--- src/sv/lpfr_pkg.sv ---
// Shared types and constants for the LRU page frame replacer.
`timescale 1ns / 1ps
package lpfr_pkg;

  localparam int unsigned PortPageW = 16;
  localparam int unsigned PortSlotW = 4;
  localparam int unsigned CfgW      = 5;
  localparam logic [CfgW-1:0] CfgReset = 5'd16;

  // Per-cycle command broadcast to every cell of the chain.
  typedef struct packed {
    logic lookup;  // compare stored page against the request
    logic update;  // apply the move-to-front shift
    logic miss;    // miss: every cell takes its neighbor's entry
  } lpfr_ctl_t;

endpackage

--- src/sv/lpfr_cell.sv ---
// One recency cell: holds a page and its slot, shifts toward the LRU end.
`timescale 1ns / 1ps
module lpfr_cell
  import lpfr_pkg::*;
#(
  parameter int unsigned PageW = 16,
  parameter int unsigned SlotW = 4
) (
  input  logic             clk_i,
  input  logic             rst_ni,
  input  lpfr_ctl_t        ctl_i,
  input  logic             filled_i,
  input  logic [PageW-1:0] key_i,
  input  logic [PageW-1:0] prev_page_i,
  input  logic [SlotW-1:0] prev_slot_i,
  input  logic             shift_in_i,
  output logic             shift_o,
  output logic             match_o,
  output logic [PageW-1:0] page_o,
  output logic [SlotW-1:0] slot_o
);

  logic [PageW-1:0] page_q;
  logic [SlotW-1:0] slot_q;
  logic             match_q;

  // shift_o is high for this cell and every more recent one up to the hit
  assign shift_o = match_q | shift_in_i;
  assign match_o = match_q;
  assign page_o  = page_q;
  assign slot_o  = slot_q;

  always_ff @(posedge clk_i or negedge rst_ni) begin
    if (!rst_ni) begin
      match_q <= 1'b0;
    end else if (ctl_i.lookup) begin
      match_q <= filled_i && (page_q == key_i);
    end
  end

  always_ff @(posedge clk_i) begin
    if (ctl_i.update && (ctl_i.miss || shift_o)) begin
      page_q <= prev_page_i;
      slot_q <= prev_slot_i;
    end
  end

endmodule
--- config.mk ---
export PLATFORM = sky130hd
export DESIGN_NAME = lpfr_cell
export DESIGN_NICKNAME = d
export VERILOG_FILES = /design/src/sv/lpfr_pkg.sv /design/src/sv/lpfr_cell.sv
export SDC_FILE = /design/constraint.sdc
export NUM_CORES = 1
export LEC_CHECK = 0
export BUFFER_PORTS_ARGS = -buffer_cell sky130_fd_sc_hd__buf_2
export CORE_ASPECT_RATIO = 0.7
export CORE_MARGIN = 2
export CORE_UTILIZATION = 34
export CTS_CLUSTER_DIAMETER = 50
export CTS_CLUSTER_SIZE = 10
export DETAILED_ROUTE_END_ITERATION = 10
export PLACE_DENSITY = 0.74
export SKIP_CTS_REPAIR_TIMING = 1
export SYNTH_ARGS = -nofsm -noshare
export SYNTH_HDL_FRONTEND = slang
export SYNTH_SLANG_ARGS = --single-unit
--- constraint.sdc ---
create_clock -name clk_i -period 1.3 [get_ports clk_i]
set_clock_uncertainty 0.05 [all_clocks]
set_input_delay 0.13 -clock clk_i [delete_from_list [all_inputs] [get_ports clk_i]]
set_output_delay 0.13 -clock clk_i [all_outputs]
set_load 0.01 [all_outputs]
== Word-level counts from Yosys, hierarchy flattened ==
Index checks and enable logic that the tools add are counted.
Widths: inputs -> output; s select.

* Word-level logic and storage cells: 8
* Register bits after elaboration: 21
* Input bits: 43
* Output and inout port bits: 22

* Bitwise logic cells: 1
* Reductions and logical operators: 3
* Eq/ne operators: 1

{| class="wikitable"
|+ Operator list
! operator !! number
|-
| $eq 16x16->1 || 1
|-
| $logic_and 1x1->1 || 2
|-
| $logic_or 1x1->1 || 1
|-
| $or 1x1->1 || 1
|}

== Depth between registers and ports, before layout ==
Gate-level depths: netlist (run 1).

* Depth after elaboration: 3
* Gate-level depth with buffers: 4
* Mapped depth without buffers: 4

== Least setup slack after synthesis (run 1) ==
No wires, ideal clock.

* Path type: register -> register
* Start point: reg match_q, in the netlist match_o
* End point: reg page_q[0], in the netlist page_o[0], enable pin
* Data required time: 906 ps
* Arrival: 1,124 ps
* Library setup time: 344 ps
* Setup slack: -218 ps
* Period minus slack after synthesis: 1,518 ps
* Buffers on the path: 0
* Cell stages (with the launch flop): 3
* Cells stage by stage: dfrtp_1 -> or2_2 -> o21a_1

* Cells in the longest elaborated chain, start to end: 3

{| class="wikitable"
|+ RTL lines
! what !! RTL line !! source
|-
| start: declaration || lpfr_cell.sv:25 || <nowiki>logic match_q;</nowiki>
|-
| start signal: assignment || lpfr_cell.sv:37 || <nowiki>match_q <= filled_i && (page_q == key_i);</nowiki>
|-
| $or 1x1->1 || lpfr_cell.sv:28 || <nowiki>assign shift_o = match_q | shift_in_i;</nowiki>
|-
| net shift_o || lpfr_cell.sv:17 || <nowiki>output logic shift_o,</nowiki>
|-
| $logic_or 1x1->1 || lpfr_cell.sv:42 || <nowiki>if (ctl_i.update && (ctl_i.miss || shift_o)) begin</nowiki>
|-
| $logic_and 1x1->1 || lpfr_cell.sv:42 ||
|-
| end signal: assignment || lpfr_cell.sv:43 || <nowiki>page_q <= prev_page_i;</nowiki>
|-
| end: declaration || lpfr_cell.sv:23 || <nowiki>logic [PageW-1:0] page_q;</nowiki>
|}

The timed path passes the listed nets, and every way through them passes these cells.
A chain may end at the register's enable or synchronous reset.

== Worst setup path after layout (run 1) ==
* Start point: reg page_q[1], in the netlist page_o[1]
* End point: reg match_q, in the netlist match_o

* Cells in the longest elaborated chain, start to end: 2

{| class="wikitable"
|+ RTL lines
! what !! RTL line
|-
| $eq 16x16->1 || lpfr_cell.sv:37
|-
| $logic_and 1x1->1 || lpfr_cell.sv:37
|}

No other way between the ends.

==> results_dict.tcl, run 1 <==
set metrics [dict create \
    synth.most_common_cell "edfxtp_1" \
    rows 14 \
    synthCells 47 \
    fillers 182 \
    dieArea_sq_um 2860 \
    synth-edff-count 20 \
    final_max_slew_viol_count 0 \
    multiInputGateArea_sq_um 211 \
    cts_root_buf "clkbuf_4" \
    synthTopCellsByCount "edfxtp_1 (20), xor2_1 (15), nor4_1 (3)" \
    powerDensity_nw_per_um2 927 \
    holdPathStages 3 \
    worstSetupPathType "flop to flop" \
    max_slew.worst_pin.slew_ns 0.320 \
    hold_class "input pin to flop" \
    gp_congestion 0.652 \
    syn_to_final_growth_pct 76.4 \
    violations "negative setup slack" \
    routed_wl_mm 2.19 \
    clock-sinks 21 \
    tritoncts "done" \
    die_w_um 63.1 \
    grt_pass1_wl_mm 2.71 \
    setup_viol 1 \
    wl_per_cell_um 12.9 \
    yosysTopAreaCell "edfxtp_1" \
    final-seq-area_sq_um 626 \
    antenna_found_initial 0 \
    max_freq_ghz 0.740 \
    yosysWarnings 0 \
    grt_pass1_vias 658 \
    die_y_um 45.4 \
    start_util_pct 37.3 \
    crit_path_max_fanout 2 \
    period_minus_slack_ns 1.35 \
    synth_seq_cells 21 \
    ioPinCount 65 \
    pre_cts_slack_ns -0.00848 \
    p_leak_nw 0.651 \
    cap_violations 0 \
    routed_via_density 4.24 \
    final.period_utilization_pct 104 \
    finalNetCount 182 \
    ant_nets 0 \
    end_kind "flop" \
    outcome "complete, but fails checks" \
    maxSlewHeadroom_pct 78.5 \
    clkTransAtPathRegs_ns 0.12 \
    core_area_sq_um 2220 \
    portBuffers 64 \
    whs_ns 0.0527 \
    diodes 0 \
    drc_errors 0 \
    grt_usage_pct 13.3 \
    via_count 721 \
    cp.required_ns 1.48 \
    syn_nets 90 \
    ys_types 12 \
    async_flop_share_pct 4.76 \
    setup_ws_ns -0.0522 \
    synth_area_leaders "edfxtp_1 (72%), xor2_1 (16%), dfrtp_1 (3.0%)" \
    hold_viol_final 0 \
    synth_ff_type "edfxtp_1" \
    dr.pass1.iters 4 \
    irDropWorstVdd_v 0.000870 \
    clockBufferDepth 2 \
    critPathLaunchType "flop" \
    synth_top_cell_area_share_pct 72.3 \
    rr_worst_depth 5 \
    insertion_delay_ns 0.30 \
    ys_seq_area_share_pct 75.3 \
    drt_iter0_drc 15 \
    layout-drive-gt1-share_pct 52.2 \
    rsz0062_at_grt "true" \
    grt_max_degree 21 \
    cp.arrival_ns 1.53 \
    syn_area_sq_um 831 \
    grt-ovfl-total 0 \
    syn_area_per_cell_sq_um 17.7 \
    cts.htree.levels 1 \
    cts_buffers 3 \
]
-- metal layers --
layer | global-route usage (%) | share of wire [%] | up-vias
met5 | 0 | 0 | -
met4 | 6.67 | 0.64 | 0
met3 | 7.98 | 11 | 2
met2 | 22.6 | 48 | 46
met1 | 13.2 | 41 | 317
li1 | - | - | 356
-- critical path, cell delays in order, from the launching register on --
cell	delay, ns
edfxtp_1	0.42
xor2_1	0.16
nor4_1	0.28
buf_4	0.16
nand4_1	0.10
o22ai_2	0.11
-- registers in the layout, indices dropped and copies added (netlist names) --
| signal | cells |
|---|---|
| match_o | 1 |
| page_o | 16 |
| slot_o | 4 |
-- cell families after synthesis --
group                     synth area share [%]
and+or+nand+nor                           4.97
buffers and inverters                    0.451
DFF                                       75.3
AOI/OAI and AO/OA                         2.41
xor gates and xnor gates                  16.9
-- report_power, final --
part | leakage, nW | switching, mW | internal [mW] | total (mW)
combinational | 0.431 | 0.0982 | 0.142 | 0.240
sequential | 0.206 | 0.0197 | 0.785 | 0.804
clock | 0.0139 | 0.196 | 0.117 | 0.313
total | 0.651 | 0.314 | 1.04 | 1.36
-- cell usage in the layout, fill, tap and decap left out, drive strengths merged, types with 3 or more instances in the layout --
master       count
buf             65
clkbuf           3
dlygate4sd3     22
edfxtp          20
nor4             3
xor2            15
-- stage by stage --
| stage | power, mW | instance area [sq um] | util, % | setup TNS (ns) | instances |
|---|---|---|---|---|---|
| 4_1_cts | 1.32 | 1240 | 55.7 | -0.0433 | 148 |
| 3_3_place_gp | 0.999 | 1210 | 54.3 | -0.0287 | 144 |
| 2_1_floorplan | 0.890 | 841 | - | 0 | 47 |
| 6_report | 1.36 | 1470 | 65.9 | -0.0522 | 170 |
| 5_1_grt | 1.42 | 1470 | 65.9 | -0.127 | 170 |
| 3_5_place_dp | 1.00 | 1210 | 54.3 | -0.00848 | 144 |
-- layout make-up --
type,instances,area share (%)
multi-input combinational,25,14.4
timing repair buffer,87,37.8
clock inverter,1,0.512
clock buffer,3,1.54
inverter,1,0.256
tap,32,2.73
sequential,21,42.7
-- final timing paths --
check                      startpoint      end  slack [ns]
max in group asynchronous      rst_ni  match_o        1.03
hold / removal               filled_i  match_o        0.05
min in group asynchronous      rst_ni  match_o        0.09
setup reg to reg            page_o[1]  match_o       -0.05
hold reg to reg               match_o  match_o        0.53
setup / recovery            page_o[1]  match_o       -0.05
Note: power is estimated with default switching activity, not from simulation.
==> inputs of run 2 (changes only) <==
ABC_AREA = 1   (was default)
CORE_UTILIZATION = 36   (was 34)
PLACE_DENSITY = 0.75   (was 0.74)
SLEW_MARGIN = 20   (was default)
==> results_dict.tcl, run 2 <==
set metrics [dict create \
    ant_nets 0 \
    synth_area_leaders "edfxtp_1 (64%), nand2_1 (12%), inv_1 (8.0%)" \
    routed_wl_mm 2.14 \
    finalNetCount 230 \
    dpl.hpwl_mm 1.64 \
    core_area_sq_um 2480 \
    fin_tns_setup_ns 0 \
    ys_seq_area_share_pct 66.3 \
    end_kind "flop" \
    dieArea_sq_um 3050 \
    grt_pass1_vias 658 \
    synth_ff_type "edfxtp_1" \
    insertion_delay_ns 0.26 \
    crit_family "flip-flops" \
    die_y_um 46.8 \
    r2r_setup_slack_ns 0.06 \
    dp_cells 195 \
    die_w_um 65.2 \
    worstSetupPathType "flop to flop" \
    final_cells 220 \
    routed_via_density 4.06 \
    diodes 0 \
    ys_types 11 \
    hold_viol_final 0 \
    syn_nets 140 \
    cp.arrival_ns 1.19 \
    start_util_pct 38.1 \
    final.period_utilization_pct 95.7 \
    synthCells 97 \
    clockBufferDepth 2 \
    path_cells "or2_4, o21a_4" \
    final_cell_mix "buf_2 (64), nand2_1 (30), dlygate4sd3_1 (21)" \
    clkTransAtPathRegs_ns 0.07 \
    fin_area_sq_um 1580 \
    rows 15 \
    ioPinCount 65 \
    cts.htree.levels 1 \
    finalPower_mw 1.55 \
    async_flop_share_pct 4.76 \
    grt_pass1_wl_mm 2.60 \
    synth-edff-count 20 \
    drc_errors 0 \
    grt_usage_pct 11.9 \
    synthTopCellsByCount "nand2_1 (30), edfxtp_1 (20), inv_1 (20)" \
    cp.required_ns 1.24 \
    dr.pass1.iters 4 \
    p_sw_mw 0.367 \
    wl_per_cell_um 9.71 \
    cts_buffers 3 \
    layout-drive-gt1-share_pct 37.6 \
    switching_share_pct 23.7 \
    setup_ws_ns 0.0561 \
    final_max_slew_viol_count 0 \
    via_count 893 \
    portBuffers 64 \
    cap_violations 0 \
    crit_path_max_incr_delay_ns 0.40 \
    antenna_found_initial 0 \
    max_slew.worst_pin.slew_ns 0.272 \
    whs_ns 0.0832 \
    largest_reg_flops 16 \
    grt-ovfl-total 0 \
    synth_top_cell_area_share_pct 63.7 \
    fin_util_pct 63.6 \
    synth_seq_cells 21 \
    yosysTopAreaCell "edfxtp_1" \
    period_minus_slack_ns 1.24 \
    maxSlewHeadroom_pct 81.8 \
    syn_to_final_growth_pct 67.0 \
    p_seq_share_pct 53.7 \
    intPower_mw 1.18 \
    p_leak_nw 0.810 \
    rsz0062_at_grt "false" \
    grt_max_degree 21 \
    pwr-share-comb_pct 19.4 \
    drt_iter0_drc 25 \
    postPlaceCellArea_sq_um 1320 \
    syn_area_sq_um 943 \
    syn_area_per_cell_sq_um 9.73 \
    gp_congestion 0.647 \
    clock-sinks 21 \
    powerDensity_nw_per_um2 985 \
    critPathLaunchType "flop" \
    power_frac_clock_pct 26.8 \
    layout_commonest_cell "buf_2" \
    synth.most_common_cell "nand2_1" \
    pre_cts_slack_ns 0.0259 \
    crit_path_top_delay_cell "dfrtp_1" \
    outcome "finished clean" \
    max_freq_ghz 0.804 \
    crit_path_max_fanout 20 \
    tritoncts "done" \
    yosysWarnings 0 \
    cts_root_buf "clkbuf_8" \
    irDropWorstVdd_v 0.000939 \
    hold_class "input pin to flop" \
    crit_buf_inv 0 \
    setup_viol 0 \
]
## run 2: power by group through the flow
stage / Sequential (mW) / Clock (mW) / Combinational [mW]
2_1_floorplan: 0.877 / 0 / 0.0909
6_report: 0.834 / 0.416 / 0.301
3_3_place_gp: 0.847 / 0 / 0.250
3_5_place_dp: 0.849 / 0 / 0.256
5_1_grt: 0.841 / 0.469 / 0.333
4_1_cts: 0.834 / 0.435 / 0.257
## run 2: worst paths after layout
kind,start,to,depth (start not counted)
setup / recovery,match_o,page_o[2],2
hold reg to reg,match_o,match_o,2
min in group asynchronous,rst_ni,match_o,2
max in group asynchronous,rst_ni,match_o,2
setup reg to reg,match_o,page_o[2],2
hold / removal,ctl_i[2],match_o,4
## run 2: cell type report
cell class | count | area [sq um]
clock buffers | 3 | 41.3
fillers | 213 | 902
well taps | 34 | 42.5
repair buffers | 85 | 531
clock inverters | 1 | 7.51
inverters | 20 | 75.1
multi-input cells | 56 | 253
flip-flops and latches | 21 | 626
## run 2: worst min-delay path: cells and delay by family
| family | cells | cell delay [ns] |
|---|---|---|
| simple gates | 2 | 0.10 |
| buf+inv | 2 | 0.12 |
## run 2: per-layer routing
| layer | share of wire [%] | up-vias | GRT usage, % |
|---|---|---|---|
| met5 | 0 | - | 0 |
| met4 | 2.2 | 0 | 6.25 |
| met3 | 6.1 | 4 | 4.32 |
| met2 | 52 | 35 | 21.6 |
| met1 | 40 | 377 | 12.8 |
| li1 | - | 477 | - |
## run 2: cell families after synthesis
logic type      count (synthesis)  share of synthesized area, %
xor+xnor                        4                          3.71
buf+inv                        20                          7.96
compound gates                  3                          1.86
flops                          21                          66.3
simple gates                   49                          20.2
==> inputs of run 3 (changes only) <==
CORE_MARGIN = 1   (was 2)
==> results_dict.tcl, run 3 (same netlist as run 2, synthesis figures left out) <==
set metrics [dict create \
    outcome "finished clean" \
    layout-drive-gt1-share_pct 37.6 \
    grt_max_degree 21 \
    diodes 0 \
    start_util_pct 38.1 \
    clock-sinks 21 \
    final.period_utilization_pct 98.1 \
    grt-ovfl-total 0 \
    die_w_um 63.2 \
    largest_reg_flops 16 \
    dpl.hpwl_mm 1.55 \
    cts_root_buf "clkbuf_8" \
    final_cell_mix "buf_2 (64), nand2_1 (30), dlygate4sd3_1 (21)" \
    antenna_found_initial 0 \
    cap_violations 0 \
    fin_util_pct 63.6 \
    dr.pass1.iters 4 \
    setup_viol 0 \
    crit_path_max_incr_delay_ns 0.40 \
    maxSlewHeadroom_pct 81.1 \
    rows 15 \
    hold_viol_final 0 \
    dr_wl_met2_mm 1.27 \
    finalPower_mw 1.58 \
    final_max_slew_viol_count 0 \
    gp_congestion 0.695 \
    worstSetupPathType "flop to flop" \
    syn_to_final_growth_pct 67.0 \
    insertion_delay_ns 0.27 \
    end_kind "flop" \
    hold_class "input pin to flop" \
    core_area_sq_um 2480 \
    max_slew.worst_pin.slew_ns 0.283 \
    ioPinCount 65 \
    via_count 933 \
    drc_errors 0 \
    cp.required_ns 1.25 \
    tritoncts "done" \
    p_leak_nw 0.810 \
    critPathLaunchType "flop" \
    max_freq_ghz 0.784 \
    wl_per_cell_um 10.9 \
    grt_pass1_vias 709 \
    portBuffers 64 \
    cp.arrival_ns 1.23 \
    m1WireLength_um 914 \
    cts_buffers 3 \
    grt_usage_pct 14.2 \
    ant_nets 0 \
    grt_pass1_wl_mm 2.90 \
    clkTransAtPathRegs_ns 0.07 \
    dieArea_sq_um 2830 \
    routed_wl_mm 2.40 \
    finalNetCount 230 \
    dr_wl_met3_um 123 \
    die_y_um 44.8 \
    path_cells "or2_4, o21a_4" \
    drt_iter0_drc 8 \
    clockBufferDepth 2 \
    whs_ns 0.0627 \
    period_minus_slack_ns 1.28 \
    cts.htree.levels 1 \
    irDropWorstVdd_v 0.000766 \
    crit_path_max_fanout 20 \
    top_layer "met4" \
    layout_commonest_cell "buf_2" \
    routed_via_density 4.24 \
    fillers 215 \
    crit_path_top_delay_cell "dfrtp_1" \
    powerDensity_nw_per_um2 1000 \
]
run 3: critical path, delay by kind of cell (launching register included):
kind            cells  cell delay [ns]
flops               1             0.40
compound gates      1             0.31
simple gates        1             0.25
run 3: layout make-up:
type / count / area [sq um] / share of cell area, %
inverter: 20 / 75.1 / 4.77
clock inverter: 1 / 7.51 / 0.477
clock buffer: 3 / 41.3 / 2.62
timing repair buffer: 85 / 531 / 33.7
sequential: 21 / 626 / 39.7
tap: 34 / 42.5 / 2.70
multi-input combinational: 56 / 253 / 16.0
run 3: per-layer routing:
layer / vias to the layer above / global-route usage, %
li1: 474 / -
met1: 408 / 14.0
met2: 40 / 26.7
met3: 11 / 4.80
met4: 0 / 9.09
met5: - / 0
run 3: power by group:
part	total, mW	internal (mW)	switching (mW)
Sequential	0.835	0.805	0.0305
Combinational	0.305	0.164	0.141
Clock	0.438	0.217	0.222
Total	1.58	1.19	0.393
run 3: final timing paths:
| check | start | endpoint | cells past startpoint | slack (ns) |
|---|---|---|---|---|
| max | match_o | page_o[8] | 2 | 0.02 |
| min | ctl_i[2] | match_o | 4 | 0.06 |
| max reg2reg | match_o | page_o[8] | 2 | 0.02 |
| min reg2reg | match_o | match_o | 2 | 0.48 |
| max in group asynchronous | rst_ni | match_o | 2 | 1.01 |
| min in group asynchronous | rst_ni | match_o | 2 | 0.11 |
run 3: per-stage QoR:
step | cells | setup slack, ns | TNS, ns | cell area [sq um]
after floorplan | 97 | 0.0291 | 0 | 953
after global placement | 195 | 0.0684 | 0 | 1320
after detailed placement | 195 | 0.0370 | 0 | 1320
after CTS | 199 | 0.0283 | 0 | 1370
after global routing | 220 | -0.000702 | -0.000702 | 1580
final | 220 | 0.0247 | 0 | 1580
